## config.mk

```make
export PLATFORM = sky130hd
export DESIGN_NAME = waveform_min_max_decimator_core_flat
export DESIGN_NICKNAME = d
export VERILOG_FILES = /design/src/rtl/wmmd_pkg.sv /design/src/rtl/wmmd_if.sv /design/src/rtl/wmmd_front.sv /design/src/rtl/wmmd_queue.sv /design/src/rtl/wmmd_back.sv /design/src/rtl/waveform_min_max_decimator_core.sv /design/src/flat_wrapper.sv
export SDC_FILE = /design/constraint.sdc
export NUM_CORES = 2
export LEC_CHECK = 0
export BUFFER_PORTS_ARGS = -buffer_cell sky130_fd_sc_hd__buf_4
export CAP_MARGIN = 30
export CORE_MARGIN = 2
export CORE_UTILIZATION = 58
export CTS_BUF_LIST = sky130_fd_sc_hd__clkbuf_8 sky130_fd_sc_hd__clkbuf_16
export DETAILED_ROUTE_END_ITERATION = 10
export PLACE_DENSITY = 0.77
export SKIP_CTS_REPAIR_TIMING = 1
export SYNTH_ARGS = -nofsm -noshare
export SYNTH_HDL_FRONTEND = slang
export SYNTH_HIERARCHICAL = 1
export SYNTH_SLANG_ARGS = --single-unit
```

## constraint.sdc

```tcl
create_clock -name clk -period 9.51 [get_ports clk]
set_input_delay 1.4265 -clock clk [delete_from_list [all_inputs] [get_ports clk]]
set_output_delay 1.4265 -clock clk [all_outputs]
set_load 0.01 [all_outputs]
```

## src/rtl/wmmd_pkg.sv

```systemverilog
// Shared constants and types for the waveform min/max decimator.
`default_nettype none

package wmmd_pkg;

    // Configuration port geometry
    localparam int CFG_INDEX_W = 8;
    localparam int CFG_DATA_W  = 16;

    // Configuration register indexes
    localparam logic [CFG_INDEX_W-1:0] REG_WINDOW_LENGTH = 8'd0;
    localparam logic [CFG_INDEX_W-1:0] REG_VIEW_HEIGHT   = 8'd1;

    // Register and field widths fixed by the block's definition
    localparam int WLEN_W   = 13;
    localparam int HEIGHT_W = 12;
    localparam int ROW_W    = 12;

    // Register reset values
    localparam logic [WLEN_W-1:0]   WINDOW_LENGTH_RST = 13'd4;
    localparam logic [HEIGHT_W-1:0] VIEW_HEIGHT_RST   = 12'd256;

    // Shortest window the block runs
    localparam int MIN_WINDOW = 4;

    // Window record queue between front and back
    localparam int QUEUE_DEPTH = 4;
    localparam int QPTR_W      = 2;

    // Point sequencer of the back end
    typedef enum logic [1:0] {
        EMIT_IDLE,
        EMIT_FIRST,
        EMIT_MID,
        EMIT_LAST
    } emit_state_t;

endpackage

`default_nettype wire

```

## src/rtl/wmmd_if.sv

```systemverilog
// Valid/ready channel interfaces for samples, points and configuration writes.
`default_nettype none

interface wmmd_sample_if #(
    parameter int SAMPLE_BITS = 16
) ();
    logic                          valid;
    logic                          ready;
    logic signed [SAMPLE_BITS-1:0] sample;
    logic                          end_of_view;

    modport source (output valid, output sample, output end_of_view, input ready);
    modport sink   (input valid, input sample, input end_of_view, output ready);
endinterface

interface wmmd_point_if #(
    parameter int POSITION_BITS = 24
) ();
    import wmmd_pkg::*;
    logic                     valid;
    logic                     ready;
    logic [POSITION_BITS-1:0] x_position;
    logic [ROW_W-1:0]         y_row;
    logic                     starts_path;
    logic                     last_of_run;

    modport source (output valid, output x_position, output y_row, output starts_path,
                    output last_of_run, input ready);
    modport sink   (input valid, input x_position, input y_row, input starts_path,
                    input last_of_run, output ready);
endinterface

interface wmmd_cfg_if ();
    import wmmd_pkg::*;
    logic                   valid;
    logic                   ready;
    logic [CFG_INDEX_W-1:0] index;
    logic [CFG_DATA_W-1:0]  data;

    modport source (output valid, output index, output data, input ready);
    modport sink   (input valid, input index, input data, output ready);
endinterface

`default_nettype wire

```

## src/rtl/wmmd_front.sv

```systemverilog
// Front end: takes samples, tracks window extremes and queues completed windows.
`default_nettype none

module wmmd_front #(
    parameter int MAX_WINDOW    = 4096,
    parameter int SAMPLE_BITS   = 16,
    parameter int POSITION_BITS = 24,
    localparam int REC_W        = 2 * SAMPLE_BITS + 3 * POSITION_BITS + 2
) (
    input  wire logic                         clk,
    input  wire logic                         rst_n,
    wmmd_sample_if.sink                       samples,
    input  wire logic [wmmd_pkg::WLEN_W-1:0]  window_length,
    input  wire logic                         q_full,
    output logic                              q_push,
    output logic [REC_W-1:0]                  q_data
);
    import wmmd_pkg::*;

    localparam int LEN_W = $clog2(MAX_WINDOW + 1);
    localparam int IDX_W = $clog2(MAX_WINDOW);
    localparam int CMP_W = (LEN_W > WLEN_W) ? LEN_W : WLEN_W;
    localparam logic signed [SAMPLE_BITS-1:0] MIN_INIT = {1'b0, {(SAMPLE_BITS-1){1'b1}}};
    localparam logic signed [SAMPLE_BITS-1:0] MAX_INIT = {1'b1, {(SAMPLE_BITS-1){1'b0}}};

    logic signed [SAMPLE_BITS-1:0] run_min_reg, run_min_next;
    logic signed [SAMPLE_BITS-1:0] run_max_reg, run_max_next;
    logic [IDX_W-1:0]              min_idx_reg, min_idx_next;
    logic [IDX_W-1:0]              max_idx_reg, max_idx_next;
    logic [LEN_W-1:0]              fill_reg, fill_next;
    logic [POSITION_BITS-1:0]      start_reg, start_next;
    logic                          path_open_reg, path_open_next;

    logic                          accept;
    logic [CMP_W-1:0]              wl_ext;
    logic [LEN_W-1:0]              len;
    logic                          take_min;
    logic                          take_max;
    logic signed [SAMPLE_BITS-1:0] new_min;
    logic signed [SAMPLE_BITS-1:0] new_max;
    logic [IDX_W-1:0]              new_min_idx;
    logic [IDX_W-1:0]              new_max_idx;
    logic [LEN_W-1:0]              fill_inc;
    logic                          complete;
    logic [POSITION_BITS-1:0]      x_mid;
    logic [POSITION_BITS-1:0]      x_end;

    assign samples.ready = !q_full;
    assign accept        = samples.valid && samples.ready;

    // Clamp the window length to the supported range
    always_comb
    begin
        wl_ext = CMP_W'(window_length);
        if (wl_ext < CMP_W'(MIN_WINDOW))
            len = LEN_W'(MIN_WINDOW);
        else if (wl_ext > CMP_W'(MAX_WINDOW))
            len = LEN_W'(MAX_WINDOW);
        else
            len = LEN_W'(wl_ext);
    end

    always_comb
    begin
        // Ties go to the later sample
        take_min    = samples.sample <= run_min_reg;
        take_max    = samples.sample >= run_max_reg;
        new_min     = take_min ? samples.sample : run_min_reg;
        new_max     = take_max ? samples.sample : run_max_reg;
        new_min_idx = take_min ? fill_reg[IDX_W-1:0] : min_idx_reg;
        new_max_idx = take_max ? fill_reg[IDX_W-1:0] : max_idx_reg;
        fill_inc    = fill_reg + LEN_W'(1);
        complete    = fill_inc >= len;
        x_mid       = start_reg + POSITION_BITS'(len >> 1);
        x_end       = start_reg + POSITION_BITS'(len);
    end

    assign q_push = accept && complete;
    assign q_data = {new_min, new_max, start_reg, x_mid, x_end,
                     new_min_idx < new_max_idx, !path_open_reg};

    always_comb
    begin
        run_min_next   = run_min_reg;
        run_max_next   = run_max_reg;
        min_idx_next   = min_idx_reg;
        max_idx_next   = max_idx_reg;
        fill_next      = fill_reg;
        start_next     = start_reg;
        path_open_next = path_open_reg;
        if (accept)
        begin
            if (complete)
            begin
                run_min_next   = MIN_INIT;
                run_max_next   = MAX_INIT;
                min_idx_next   = '0;
                max_idx_next   = '0;
                fill_next      = '0;
                start_next     = x_end;
                path_open_next = 1'b1;
            end
            else
            begin
                run_min_next = new_min;
                run_max_next = new_max;
                min_idx_next = new_min_idx;
                max_idx_next = new_max_idx;
                fill_next    = fill_inc;
            end
            // Drop any partial window at the end marker
            if (samples.end_of_view)
            begin
                run_min_next   = MIN_INIT;
                run_max_next   = MAX_INIT;
                min_idx_next   = '0;
                max_idx_next   = '0;
                fill_next      = '0;
                start_next     = '0;
                path_open_next = 1'b0;
            end
        end
    end

    always_ff @(posedge clk or negedge rst_n)
    begin
        if (!rst_n)
        begin
            run_min_reg   <= MIN_INIT;
            run_max_reg   <= MAX_INIT;
            min_idx_reg   <= '0;
            max_idx_reg   <= '0;
            fill_reg      <= '0;
            start_reg     <= '0;
            path_open_reg <= 1'b0;
        end
        else
        begin
            run_min_reg   <= run_min_next;
            run_max_reg   <= run_max_next;
            min_idx_reg   <= min_idx_next;
            max_idx_reg   <= max_idx_next;
            fill_reg      <= fill_next;
            start_reg     <= start_next;
            path_open_reg <= path_open_next;
        end
    end

`ifndef SYNTHESIS
    a_push_has_room: assert property (@(posedge clk) disable iff (!rst_n)
        q_push |-> !q_full)
        else $error("window record pushed into a full queue");

    a_end_clears: assert property (@(posedge clk) disable iff (!rst_n)
        accept && samples.end_of_view |=> fill_reg == '0 && start_reg == '0 && !path_open_reg)
        else $error("end marker did not clear the window");

    a_extremes_ordered: assert property (@(posedge clk) disable iff (!rst_n)
        fill_reg != '0 |-> run_min_reg <= run_max_reg)
        else $error("running minimum above running maximum");
`endif

endmodule

`default_nettype wire

```

## src/rtl/wmmd_queue.sv

```systemverilog
// Short register queue of completed window records between front and back.
`default_nettype none

module wmmd_queue #(
    parameter int WIDTH = 8
) (
    input  wire logic             clk,
    input  wire logic             rst_n,
    input  wire logic             push,
    input  wire logic [WIDTH-1:0] push_data,
    output logic                  full,
    input  wire logic             pop,
    output logic                  head_valid,
    output logic [WIDTH-1:0]      head_data
);
    import wmmd_pkg::*;

    logic [WIDTH-1:0]  mem [QUEUE_DEPTH];
    logic [QPTR_W-1:0] wr_ptr_reg, wr_ptr_next;
    logic [QPTR_W-1:0] rd_ptr_reg, rd_ptr_next;
    logic [QPTR_W:0]   count_reg, count_next;

    assign full       = count_reg == (QPTR_W + 1)'(QUEUE_DEPTH);
    assign head_valid = count_reg != '0;
    assign head_data  = mem[rd_ptr_reg];

    always_comb
    begin
        wr_ptr_next = push ? wr_ptr_reg + QPTR_W'(1) : wr_ptr_reg;
        rd_ptr_next = pop ? rd_ptr_reg + QPTR_W'(1) : rd_ptr_reg;
        count_next  = count_reg;
        if (push && !pop)
            count_next = count_reg + (QPTR_W + 1)'(1);
        else if (pop && !push)
            count_next = count_reg - (QPTR_W + 1)'(1);
    end

    always_ff @(posedge clk)
    begin
        if (push)
            mem[wr_ptr_reg] <= push_data;
    end

    always_ff @(posedge clk or negedge rst_n)
    begin
        if (!rst_n)
        begin
            wr_ptr_reg <= '0;
            rd_ptr_reg <= '0;
            count_reg  <= '0;
        end
        else
        begin
            wr_ptr_reg <= wr_ptr_next;
            rd_ptr_reg <= rd_ptr_next;
            count_reg  <= count_next;
        end
    end

`ifndef SYNTHESIS
    a_no_underflow: assert property (@(posedge clk) disable iff (!rst_n)
        pop |-> head_valid)
        else $error("pop from an empty queue");

    a_count_bound: assert property (@(posedge clk) disable iff (!rst_n)
        count_reg <= (QPTR_W + 1)'(QUEUE_DEPTH))
        else $error("queue count beyond depth");

    a_pointer_gap: assert property (@(posedge clk) disable iff (!rst_n)
        QPTR_W'(wr_ptr_reg - rd_ptr_reg) == count_reg[QPTR_W-1:0])
        else $error("queue pointers disagree with count");
`endif

endmodule

`default_nettype wire

```

## src/rtl/wmmd_back.sv

```systemverilog
// Back end: scales window extremes to rows and sequences three points per window.
`default_nettype none

module wmmd_back #(
    parameter int SAMPLE_BITS   = 16,
    parameter int POSITION_BITS = 24,
    localparam int REC_W        = 2 * SAMPLE_BITS + 3 * POSITION_BITS + 2
) (
    input  wire logic                          clk,
    input  wire logic                          rst_n,
    input  wire logic [wmmd_pkg::HEIGHT_W-1:0] view_height,
    input  wire logic                          q_valid,
    input  wire logic [REC_W-1:0]              q_data,
    output logic                               q_pop,
    wmmd_point_if.source                       points
);
    import wmmd_pkg::*;

    localparam int SPAN_W = SAMPLE_BITS + 1;
    localparam int PROD_W = SPAN_W + HEIGHT_W;
    localparam logic [SPAN_W-1:0] HALF_SPAN = {2'b01, {(SAMPLE_BITS-1){1'b0}}};
    localparam int X2_LSB  = 2;
    localparam int X1_LSB  = X2_LSB + POSITION_BITS;
    localparam int X0_LSB  = X1_LSB + POSITION_BITS;
    localparam int MAX_LSB = X0_LSB + POSITION_BITS;
    localparam int MIN_LSB = MAX_LSB + SAMPLE_BITS;

    // Record fields at the queue head
    logic [SAMPLE_BITS-1:0]   q_min;
    logic [SAMPLE_BITS-1:0]   q_max;
    logic [SPAN_W-1:0]        span_min;
    logic [SPAN_W-1:0]        span_max;
    logic [PROD_W-1:0]        prod_min;
    logic [PROD_W-1:0]        prod_max;

    // Scaling stage
    logic                     s1_valid_reg, s1_valid_next;
    logic [ROW_W-1:0]         s1_row_min_reg;
    logic [ROW_W-1:0]         s1_row_max_reg;
    logic                     s1_min_first_reg;
    logic                     s1_starts_reg;
    logic [POSITION_BITS-1:0] s1_x0_reg;
    logic [POSITION_BITS-1:0] s1_x1_reg;
    logic [POSITION_BITS-1:0] s1_x2_reg;

    // Point sequencing stage
    emit_state_t              st_reg, st_next;
    logic [ROW_W-1:0]         s2_first_row_reg;
    logic [ROW_W-1:0]         s2_mid_row_reg;
    logic [ROW_W-1:0]         s2_last_row_reg;
    logic                     s2_starts_reg;
    logic [POSITION_BITS-1:0] s2_x0_reg;
    logic [POSITION_BITS-1:0] s2_x1_reg;
    logic [POSITION_BITS-1:0] s2_x2_reg;
    logic [ROW_W:0]           row_sum;
    logic                     s2_load;

    // Output register
    logic                     out_valid_reg, out_valid_next;
    logic [POSITION_BITS-1:0] out_x_reg;
    logic [ROW_W-1:0]         out_row_reg;
    logic                     out_starts_reg;
    logic                     out_last_reg;
    logic                     load_out;
    logic                     out_load;
    logic [POSITION_BITS-1:0] pt_x;
    logic [ROW_W-1:0]         pt_row;
    logic                     pt_starts;
    logic                     pt_last;

    assign q_min = q_data[MIN_LSB +: SAMPLE_BITS];
    assign q_max = q_data[MAX_LSB +: SAMPLE_BITS];

    // Row = ((half scale - s) * height) >> SAMPLE_BITS
    always_comb
    begin
        span_min = HALF_SPAN - {q_min[SAMPLE_BITS-1], q_min};
        span_max = HALF_SPAN - {q_max[SAMPLE_BITS-1], q_max};
        prod_min = PROD_W'(span_min) * PROD_W'(view_height);
        prod_max = PROD_W'(span_max) * PROD_W'(view_height);
    end

    assign q_pop         = q_valid && (!s1_valid_reg || s2_load);
    assign s1_valid_next = q_pop ? 1'b1 : (s2_load ? 1'b0 : s1_valid_reg);

    always_ff @(posedge clk)
    begin
        if (q_pop)
        begin
            s1_row_min_reg   <= prod_min[SAMPLE_BITS +: ROW_W];
            s1_row_max_reg   <= prod_max[SAMPLE_BITS +: ROW_W];
            s1_min_first_reg <= q_data[1];
            s1_starts_reg    <= q_data[0];
            s1_x0_reg        <= q_data[X0_LSB +: POSITION_BITS];
            s1_x1_reg        <= q_data[X1_LSB +: POSITION_BITS];
            s1_x2_reg        <= q_data[X2_LSB +: POSITION_BITS];
        end
    end

    assign row_sum  = {1'b0, s1_row_min_reg} + {1'b0, s1_row_max_reg};
    assign load_out = !out_valid_reg || points.ready;

    always_comb
    begin
        st_next   = st_reg;
        s2_load   = 1'b0;
        out_load  = 1'b0;
        pt_x      = s2_x0_reg;
        pt_row    = s2_first_row_reg;
        pt_starts = 1'b0;
        pt_last   = 1'b0;
        unique case (st_reg)
            EMIT_IDLE:
            begin
                if (s1_valid_reg)
                begin
                    s2_load = 1'b1;
                    st_next = EMIT_FIRST;
                end
            end
            EMIT_FIRST:
            begin
                pt_x      = s2_x0_reg;
                pt_row    = s2_first_row_reg;
                pt_starts = s2_starts_reg;
                if (load_out)
                begin
                    out_load = 1'b1;
                    st_next  = EMIT_MID;
                end
            end
            EMIT_MID:
            begin
                pt_x   = s2_x1_reg;
                pt_row = s2_mid_row_reg;
                if (load_out)
                begin
                    out_load = 1'b1;
                    st_next  = EMIT_LAST;
                end
            end
            EMIT_LAST:
            begin
                pt_x    = s2_x2_reg;
                pt_row  = s2_last_row_reg;
                pt_last = 1'b1;
                if (load_out)
                begin
                    out_load = 1'b1;
                    s2_load  = s1_valid_reg;
                    st_next  = s1_valid_reg ? EMIT_FIRST : EMIT_IDLE;
                end
            end
            default:
            begin
                st_next = EMIT_IDLE;
            end
        endcase
    end

    always_ff @(posedge clk)
    begin
        if (s2_load)
        begin
            s2_first_row_reg <= s1_min_first_reg ? s1_row_min_reg : s1_row_max_reg;
            s2_last_row_reg  <= s1_min_first_reg ? s1_row_max_reg : s1_row_min_reg;
            s2_mid_row_reg   <= row_sum[ROW_W:1];
            s2_starts_reg    <= s1_starts_reg;
            s2_x0_reg        <= s1_x0_reg;
            s2_x1_reg        <= s1_x1_reg;
            s2_x2_reg        <= s1_x2_reg;
        end
        if (out_load)
        begin
            out_x_reg      <= pt_x;
            out_row_reg    <= pt_row;
            out_starts_reg <= pt_starts;
            out_last_reg   <= pt_last;
        end
    end

    assign out_valid_next = out_load ? 1'b1 : (points.ready ? 1'b0 : out_valid_reg);

    always_ff @(posedge clk or negedge rst_n)
    begin
        if (!rst_n)
        begin
            s1_valid_reg  <= 1'b0;
            st_reg        <= EMIT_IDLE;
            out_valid_reg <= 1'b0;
        end
        else
        begin
            s1_valid_reg  <= s1_valid_next;
            st_reg        <= st_next;
            out_valid_reg <= out_valid_next;
        end
    end

    assign points.valid       = out_valid_reg;
    assign points.x_position  = out_x_reg;
    assign points.y_row       = out_row_reg;
    assign points.starts_path = out_starts_reg;
    assign points.last_of_run = out_last_reg;

`ifndef SYNTHESIS
    a_load_has_data: assert property (@(posedge clk) disable iff (!rst_n)
        s2_load |-> s1_valid_reg)
        else $error("sequencer loaded from an empty scaling stage");

    a_mid_between: assert property (@(posedge clk) disable iff (!rst_n)
        st_reg != EMIT_IDLE |->
            (s2_mid_row_reg >= s2_first_row_reg && s2_mid_row_reg <= s2_last_row_reg) ||
            (s2_mid_row_reg >= s2_last_row_reg && s2_mid_row_reg <= s2_first_row_reg))
        else $error("mean row outside the extreme rows");

    a_hold_on_stall: assert property (@(posedge clk) disable iff (!rst_n)
        st_reg != EMIT_IDLE && out_valid_reg && !points.ready |=> st_reg == $past(st_reg))
        else $error("point sequencer advanced while output stalled");
`endif

endmodule

`default_nettype wire

```

## src/rtl/waveform_min_max_decimator_core.sv

```systemverilog
// Top level of the waveform min/max decimator: config registers, front, queue, back.
//
// Usage:
//   samples : valid/ready channel of signed samples plus an end_of_view flag.
//   points  : valid/ready channel of drawing points (x_position, y_row,
//             starts_path, last_of_run); three points per completed window.
//   cfg     : write channel, index 0 = window_length, index 1 = view_height;
//             always ready, write only while the block is idle.
// Throughput: one sample per cycle while the queue has room. Each window of at
//   least four samples produces three points, and the back end emits one point
//   per cycle to a ready receiver, which then never slows the sample side.
// Path: the first point of a window passes the queue, the scaling register, the
//   point sequencer and the output register after the transaction that
//   completes the window; the other two follow when the receiver is ready.
// Stall: the output register holds a point until taken; completed windows
//   collect in a 4-deep record queue, and samples.ready drops only when it is
//   full. The sequencer goes straight on to a waiting window, else via idle.
// Reset: window_length 4, view_height 256, empty window, no path open, queue
//   and output empty.
`default_nettype none

module waveform_min_max_decimator_core #(
    parameter int MAX_WINDOW    = 4096,
    parameter int SAMPLE_BITS   = 16,
    parameter int POSITION_BITS = 24
) (
    input  wire logic    clk,
    input  wire logic    rst_n,
    wmmd_cfg_if.sink     cfg,
    wmmd_sample_if.sink  samples,
    wmmd_point_if.source points
);
    import wmmd_pkg::*;

    localparam int REC_W = 2 * SAMPLE_BITS + 3 * POSITION_BITS + 2;

    logic [WLEN_W-1:0]   window_length_reg, window_length_next;
    logic [HEIGHT_W-1:0] view_height_reg, view_height_next;

    logic                q_push;
    logic [REC_W-1:0]    q_push_data;
    logic                q_full;
    logic                q_pop;
    logic                q_valid;
    logic [REC_W-1:0]    q_head;

    // Configuration writes always complete in the cycle they are offered
    assign cfg.ready = 1'b1;

    always_comb
    begin
        window_length_next = window_length_reg;
        view_height_next   = view_height_reg;
        if (cfg.valid)
        begin
            unique case (cfg.index)
                REG_WINDOW_LENGTH: window_length_next = cfg.data[WLEN_W-1:0];
                REG_VIEW_HEIGHT:   view_height_next   = cfg.data[HEIGHT_W-1:0];
                default:           ;   // drop writes to unused indexes
            endcase
        end
    end

    always_ff @(posedge clk or negedge rst_n)
    begin
        if (!rst_n)
        begin
            window_length_reg <= WINDOW_LENGTH_RST;
            view_height_reg   <= VIEW_HEIGHT_RST;
        end
        else
        begin
            window_length_reg <= window_length_next;
            view_height_reg   <= view_height_next;
        end
    end

    // Front: classify samples into windows and push one record per completed window
    wmmd_front #(
        .MAX_WINDOW    (MAX_WINDOW),
        .SAMPLE_BITS   (SAMPLE_BITS),
        .POSITION_BITS (POSITION_BITS)
    ) u_front (
        .clk           (clk),
        .rst_n         (rst_n),
        .samples       (samples),
        .window_length (window_length_reg),
        .q_full        (q_full),
        .q_push        (q_push),
        .q_data        (q_push_data)
    );

    // Queue: decouple the sample side from the point side
    wmmd_queue #(
        .WIDTH (REC_W)
    ) u_queue (
        .clk        (clk),
        .rst_n      (rst_n),
        .push       (q_push),
        .push_data  (q_push_data),
        .full       (q_full),
        .pop        (q_pop),
        .head_valid (q_valid),
        .head_data  (q_head)
    );

    // Back: scale extremes to rows and emit the three points of each window
    wmmd_back #(
        .SAMPLE_BITS   (SAMPLE_BITS),
        .POSITION_BITS (POSITION_BITS)
    ) u_back (
        .clk         (clk),
        .rst_n       (rst_n),
        .view_height (view_height_reg),
        .q_valid     (q_valid),
        .q_data      (q_head),
        .q_pop       (q_pop),
        .points      (points)
    );

endmodule

`default_nettype wire

```

## src/flat_wrapper.sv

```systemverilog
// flat-port wrapper written by rule: the top's interface ports become plain ports
module waveform_min_max_decimator_core_flat import wmmd_pkg::*;
#(
    parameter int MAX_WINDOW    = 4096,
    parameter int SAMPLE_BITS   = 16,
    parameter int POSITION_BITS = 24
)
  (clk, rst_n, cfg_valid, cfg_index, cfg_data, cfg_ready, samples_valid, samples_sample, samples_end_of_view, samples_ready, points_valid, points_x_position, points_y_row, points_starts_path, points_last_of_run, points_ready);
  wmmd_cfg_if cfg_i ();
  wmmd_sample_if #(.SAMPLE_BITS(SAMPLE_BITS)) samples_i ();
  wmmd_point_if #(.POSITION_BITS(POSITION_BITS)) points_i ();
  input  wire logic clk;
  input  wire logic rst_n;
  input wire logic [$bits(cfg_i.valid)-1:0] cfg_valid;
  input wire logic [$bits(cfg_i.index)-1:0] cfg_index;
  input wire logic [$bits(cfg_i.data)-1:0] cfg_data;
  output wire logic [$bits(cfg_i.ready)-1:0] cfg_ready;
  input wire logic [$bits(samples_i.valid)-1:0] samples_valid;
  input wire logic [$bits(samples_i.sample)-1:0] samples_sample;
  input wire logic [$bits(samples_i.end_of_view)-1:0] samples_end_of_view;
  output wire logic [$bits(samples_i.ready)-1:0] samples_ready;
  output wire logic [$bits(points_i.valid)-1:0] points_valid;
  output wire logic [$bits(points_i.x_position)-1:0] points_x_position;
  output wire logic [$bits(points_i.y_row)-1:0] points_y_row;
  output wire logic [$bits(points_i.starts_path)-1:0] points_starts_path;
  output wire logic [$bits(points_i.last_of_run)-1:0] points_last_of_run;
  input wire logic [$bits(points_i.ready)-1:0] points_ready;
  assign cfg_i.valid = cfg_valid;
  assign cfg_i.index = cfg_index;
  assign cfg_i.data = cfg_data;
  assign cfg_ready = cfg_i.ready;
  assign samples_i.valid = samples_valid;
  assign samples_i.sample = samples_sample;
  assign samples_i.end_of_view = samples_end_of_view;
  assign samples_ready = samples_i.ready;
  assign points_valid = points_i.valid;
  assign points_x_position = points_i.x_position;
  assign points_y_row = points_i.y_row;
  assign points_starts_path = points_i.starts_path;
  assign points_last_of_run = points_i.last_of_run;
  assign points_i.ready = points_ready;
  waveform_min_max_decimator_core #(.MAX_WINDOW(MAX_WINDOW), .SAMPLE_BITS(SAMPLE_BITS), .POSITION_BITS(POSITION_BITS)) u_core (.clk(clk), .rst_n(rst_n), .cfg(cfg_i), .samples(samples_i), .points(points_i));
endmodule
```

=== Word level (Yosys, flattened, before mapping) ===
Memory sizes are Yosys's and may differ from the RTL's.
Index checks and enable logic that the tools add are counted.

* Bits in registers: 375
* Bits in writable memories: 424
* Input bits: 46
* Word-level logic and storage cells: 130
* Memories kept: 1

{| class="wikitable"
|+ Memory list
! memory !! depth !! bits a word !! rd ports !! clocked after memory_dff !! wr ports !! line !! RTL
|-
| u_core.u_queue.mem || 4 || 106 || 1 || 0 || 1 || wmmd_queue.sv:18 || <nowiki>logic [WIDTH-1:0] mem [QUEUE_DEPTH];</nowiki>
|}

* Add/sub/neg operators: 10
* Multiply operators: 2
* $lt $le $gt $ge: 6
* Equal/unequal tests: 9
* Multiplexer cells: 44
* Reduce and logical (&&, ||, !) cells: 25

{| class="wikitable"
|+ Operator list
! kind !! count
|-
| 2-to-1 mux 12 bit || 8
|-
| 2-to-1 mux 16 bit || 6
|-
| multiplier 17 x 12 -> 28 bit || 2
|-
| 2-to-1 mux 13 bit || 4
|-
| 2-to-1 mux 24 bit || 2
|-
| case mux 24 bit (2 select lines) || 1
|-
| subtractor 16 x 17 -> 17 bit (first input constant) || 2
|-
| adder 24 x 12 -> 24 bit || 1
|-
| adder 24 x 13 -> 24 bit || 1
|-
| case mux 12 bit (2 select lines) || 1
|-
| greater-or-equal comparator 16 bit || 1
|-
| less-or-equal comparator 16 bit || 1
|-
| 2-to-1 mux 1 bit || 14
|-
| adder 12 x 12 -> 13 bit || 1
|-
| adder 13 x 1 -> 13 bit (second input constant) || 1
|-
| greater-or-equal comparator 13 bit || 1
|-
| > comparator 13 bit (second input constant) || 1
|-
| less-than comparator 13 x 3 -> 1 bit (second input constant) || 1
|-
| less-than comparator 12 bit || 1
|-
| == test 8 x 1 -> 1 bit (second input constant) || 1
|-
| logical NOT 8 bit || 1
|-
| 2-to-1 mux 2 bit || 4
|-
| != test 2 bit (second input constant) || 4
|-
| case mux 2 bit (4 select lines) || 1
|-
| 17 further kinds || 35
|}

=== Longest topological paths before layout ===
* Depth in word-level cells: 9
* Gate-level depth with buffers: 30
* Mapped depth without buffers: 25

=== Hierarchy ===
The synthesis kept the hierarchy.

{| class="wikitable"
|+ By module, submodules not included
! module !! instances !! cells each !! area an instance (µm²)
|-
| wmmd_back || 1 || 1936 || 21269.1
|-
| wmmd_queue || 1 || 588 || 15655.0
|-
| wmmd_front || 1 || 802 || 7664.9
|-
| waveform_min_max_decimator_core || 1 || 59 || 1021.0
|}

=== Worst setup path after synthesis ===
OpenSTA, ideal clock, no wires.

* Kind: in2reg
* From: input port points_ready
* To: register u_core.u_back.s2_first_row_reg[0], enable pin
* Setup time: 0.711 ns
* Arrival: 9.009 ns
* Data required time: 8.799 ns
* Slack: -0.210 ns
* Stages: 3
* Path through: nand2b_1 -> a21oi_1 -> nor3_1

* Word-level cells in the longest chain between the ends: 3

{| class="wikitable"
|+ Ends and longest elaborated chain
! what !! line !! RTL
|-
| start: declaration || flat_wrapper.sv:27 || <nowiki>input wire logic [$bits(points_i.ready)-1:0] points_ready;</nowiki>
|-
| logical OR 1 bit || wmmd_back.sv:101 || <nowiki>assign load_out = !out_valid_reg || points.ready;</nowiki>
|-
| 2-to-1 mux 1 bit || wmmd_back.sv:147 || <nowiki>if (load_out)</nowiki>
|-
| case mux 1 bit (2 select lines) || wmmd_back.sv:112 || <nowiki>unique case (st_reg)</nowiki>
|-
| net u_core.u_back.s2_load || wmmd_back.sv:56 || <nowiki>logic s2_load;</nowiki>
|-
| end signal: assignment || wmmd_back.sv:165 || <nowiki>s2_first_row_reg <= s1_min_first_reg ? s1_row_min_reg : s1_row_max_reg;</nowiki>
|-
| end: declaration || wmmd_back.sv:48 || <nowiki>logic [ROW_W-1:0] s2_first_row_reg;</nowiki>
|}

The timed path passes the listed nets, and every way through them passes these cells.
A chain may end at the register's enable or synchronous reset.

=== Final worst setup path ===
* From: register u_core.u_queue.rd_ptr_reg[0]
* To: register u_core.u_back.s1_row_min_reg[11] (data pin)

* Word-level cells in the longest chain between the ends: 3

{| class="wikitable"
|+ Ends and longest elaborated chain
! what !! line !! RTL
|-
| start: declaration || wmmd_queue.sv:20 || <nowiki>logic [QPTR_W-1:0] rd_ptr_reg, rd_ptr_next;</nowiki>
|-
| start signal: assignment || wmmd_queue.sv:55 || <nowiki>rd_ptr_reg <= rd_ptr_next;</nowiki>
|-
| memory read (4 x 106 bit) || n/a ||
|-
| net u_core.q_head[90] || waveform_min_max_decimator_core.sv:45 || <nowiki>logic [REC_W-1:0] q_head;</nowiki>
|-
| subtractor 16 x 17 -> 17 bit || wmmd_back.sv:77 || <nowiki>span_min = HALF_SPAN - {q_min[SAMPLE_BITS-1], q_min};</nowiki>
|-
| multiplier 17 x 12 -> 28 bit || wmmd_back.sv:79 || <nowiki>prod_min = PROD_W'(span_min) * PROD_W'(view_height);</nowiki>
|-
| net u_core.u_back.prod_min[27] || wmmd_back.sv:33 || <nowiki>logic [PROD_W-1:0] prod_min;</nowiki>
|-
| end signal: assignment || wmmd_back.sv:90 || <nowiki>s1_row_min_reg <= prod_min[SAMPLE_BITS +: ROW_W];</nowiki>
|-
| end: declaration || wmmd_back.sv:38 || <nowiki>logic [ROW_W-1:0] s1_row_min_reg;</nowiki>
|}

The timed path passes the listed nets, and every way through them passes these cells.

==> run_results.csv <==
group,metric,value,unit
run_status,run_status,"completed",
finish,num_antenna_cells,0,
synthesis,synthesis.instances,3385,
clock_tree,worstSkewPairLatency,0.64,ns
finish,register_area,23400,um^2
grt,overflow,0,
setup_path,r2r_slack,0.99,ns
finish,filler_cell_count,5558,
route,detail_route.drc_violations,0,
finish,drive_above_1_share,14.8,%
timing,max_freq,0.117,GHz
setup_path,crit_top_cell,"sky130_fd_sc_hd__fa_1",
floorplan,row_count,102,
synthesis,synthDominantAreaCellType,"sky130_fd_sc_hd__edfxtp_1",
synthesis,synth.cell_area,45600,um^2
placed_design,post-dp-hpwl,64400,um
floorplan,io_pins,87,
synthesis,synth.distinct_cells,89,
grt,grt_max_degree,90,
finish,largest_reg_flops,424,
pwr,static-leakage-power,0.0209,uW
finish,design.final.nets,4027,
floorplan,start_util,58.8,%
setup_path,worstSetupStartpointType,"register",
route,vias,26900,
pwr,p_per_area,271,nW/um^2
setup_path,worstSetupPathType,"register to register",
grt,global_route_wire_length_before_repair,158000,um
setup_path,worstRegToRegCells,26,
setup_path,critPathLaunch,"u_core/u_queue/rd_ptr_reg[0]",
synthesis,netlist_top_cells_area,"sky130_fd_sc_hd__edfxtp_1 44%, sky130_fd_sc_hd__fa_1 13%, sky130_fd_sc_hd__ha_1 6.2%",
min_path,hold_path.class,"register to register",
synthesis,synth_warn,6,
synthesis,synth.avg_cell_area,13.5,um^2
timing,timing_worst_slew_pin_value,1.06,ns
route,firstDrtPassIters,5,
finish,layout_commonest_cell,"sky130_fd_sc_hd__edfxtp_1",
floorplan,dieWidth,284,um
setup_path,crit_required,9.92,ns
synthesis,postSynthRegisterBits,799,
clock_tree,cts_sinks,799,
clock_tree,clock_tree.root_cell,"sky130_fd_sc_hd__clkbuf_16",
timing,grt_setup_unrepaired,"no",
timing,timing.slew.headroom,29.4,%
clock_tree,total_cts_buffers,79,
finish,area.growth.synth_to_final,9.54,%
route,ant_nets,0,
timing,setup_tns,0,ns
clock_tree,cts-htree-levels,3,
timing,finClkSkew,0.0299,ns
timing,finalCritPeriodShare,89.6,%
setup_path,path_max_fanout,20,
synthesis,synth_enable_flop_cells,669,
run,maxCapViolCount,0,
grt,number_of_global_route_vias_before_repair,28600,
pwr,vdd_drop_max,0.203,mV
finish,postLayoutCellArea,50000,um^2
setup_path,reg2reg_to,"u_core/u_back/s1_row_min_reg[11]",
setup_path,worst_reg2reg_path_startpoint,"u_core/u_queue/rd_ptr_reg[0]",
synthesis,yosysSeqAreaShare,51.2,%
finish,multi_input_comb_area,20000,um^2
route,routed_wl,99000,um
setup_path,critical_path_capture_point_type,"register",
synthesis,synth_async_sr_flop_share,16.3,%
floorplan,fp.dieArea,80900,um^2
grt,antenna_found_initial,0,
timing,report.final.hold_viol_count,0,
setup_path,cpLargestDelayFamily,"adder cells",
clock_tree,tritoncts_clock_tree,"yes",
clock_tree,clock_path_buffers,3,
synthesis,synth_top_cell_area_share,44.0,%
clock_tree,clk_pin_slew,0.07,ns
setup_path,crit_cells,26,
placed_design,buffer_ports.inserted,82,
setup_path,worst_setup_path_endpoint,"u_core/u_back/s1_row_min_reg[11]",
finish,most-common-layout-cells,"669 x sky130_fd_sc_hd__edfxtp_1, 427 x sky130_fd_sc_hd__inv_1, 408 x sky130_fd_sc_hd__nand2_1",
placed_design,gp_routability_congestion,0.833,
timing,slew_violations,0,
floorplan,fp.dieH,284,um
synthesis,synthFlopType,"sky130_fd_sc_hd__edfxtp_1",
setup_path,worst-path-buf-inv,5,
floorplan,core_region_area,77600,um^2
setup_path,critical-path-slowest-cell,"sky130_fd_sc_hd__mux4_2",
timing,layout_min_cycle_time,8.52,ns
setup_path,max_stage_delay,0.74,ns
placed_design,dpl-instance-area,47400,um^2
setup_path,worst_ep_arrival_time,8.93,ns
timing,setup-violations-final,0,
grt,grt_util_all_layers,25.1,%
route,route.detailed.vias_per_inst,5.90,
finish,largest-register,"u_core/u_queue/mem",
synthesis,mappedNetlistNets,3956,
route,final_routed_wire_length_divided_by_cell_count,21.7,um
route,number_of_design_rule_violations_left_by_the_first_detailed_router_iteration,2511,
-- per-stage QoR --
step / power (uW) / setup slack (ns) / utilization (%) / std cells / hold WS, ns
2_1_floorplan: 8970 / 1.79 / - / 3385 / 0.400
3_5_place_dp: 10500 / 0.986 / 61.1 / 4414 / 0.405
6_report: 13500 / 0.988 / 64.4 / 4562 / 0.411
4_1_cts: 13600 / 0.932 / 64.4 / 4561 / 0.415
3_3_place_gp: 10300 / 1.13 / 60.9 / 4407 / 0.400
5_1_grt: 14300 / 0.452 / 64.4 / 4562 / 0.422
-- cells by family (layout without fill, tap and decap cells) --
| group | after synthesis | count (layout) | synth area share (%) |
|---|---|---|---|
| AO/OA/AOI/OAI | 359 | 359 | 5.79 |
| XOR/XNOR | 123 | 123 | 2.36 |
| adder cells (fa/ha/maj) | 525 | 525 | 19.3 |
| buffers and inverters | 568 | 705 | 4.98 |
| flip-flops | 799 | 799 | 51.2 |
| multiplexers | 210 | 210 | 7.96 |
| other | 1 | 1 | 0.00822 |
| AND/OR/NAND/NOR | 800 | 800 | 8.33 |
-- report_power, final --
group          internal [uW]  leakage [uW]  switching (uW)
clock network           1670       0.00130            1360
registers               5230       0.00795             398
logic                   1850        0.0117            3040
-- cell usage after synthesis, types with 67 or more instances --
master and instances:
sky130_fd_sc_hd__nand2_1 408, sky130_fd_sc_hd__mux2_2 67, sky130_fd_sc_hd__clkbuf_1 108, sky130_fd_sc_hd__dfrtp_1 112, sky130_fd_sc_hd__inv_1 410, sky130_fd_sc_hd__edfxtp_1 669
sky130_fd_sc_hd__fa_1 300, sky130_fd_sc_hd__ha_1 225, sky130_fd_sc_hd__nor2_1 69, sky130_fd_sc_hd__and2_1 150, sky130_fd_sc_hd__xnor2_1 73, sky130_fd_sc_hd__mux4_2 106
-- how the worst min path moves through the flow --
stage	startpoint	slack, ns	cells past startpoint	to
global placement	u_core/u_back/s1_x2_reg[17]	0.40	0	u_core/u_back/s2_x2_reg[17]
detailed placement	u_core/u_back/s1_x0_reg[17]	0.40	0	u_core/u_back/s2_x0_reg[17]
CTS	u_core/u_back/s1_x0_reg[23]	0.41	0	u_core/u_back/s2_x0_reg[23]
finish	u_core/u_back/s1_x0_reg[23]	0.41	0	u_core/u_back/s2_x0_reg[23]
floorplan	u_core/u_back/s1_starts_reg	0.40	0	u_core/u_back/s2_starts_reg
global route	u_core/u_back/s1_x0_reg[21]	0.42	0	u_core/u_back/s2_x0_reg[21]
-- area by class of cell --
type / count / area share [%]
flip-flops and latches: 799 / 46.8
multi-input cells: 2018 / 40.1
clock buffers: 82 / 4.04
inverters: 412 / 3.10
well taps: 1040 / 2.60
repair buffers: 146 / 2.39
clock inverters: 65 / 1.02
-- per-layer routing --
metal  track usage (%)  wire, um  share of wire [%]
met5                 0         0                  0
met4              7.58      2500                2.5
met2              41.4     48100                 49
met3              4.64      7290                7.4
met1              34.4     41200                 42
Note: power is estimated with default switching activity, not from simulation.
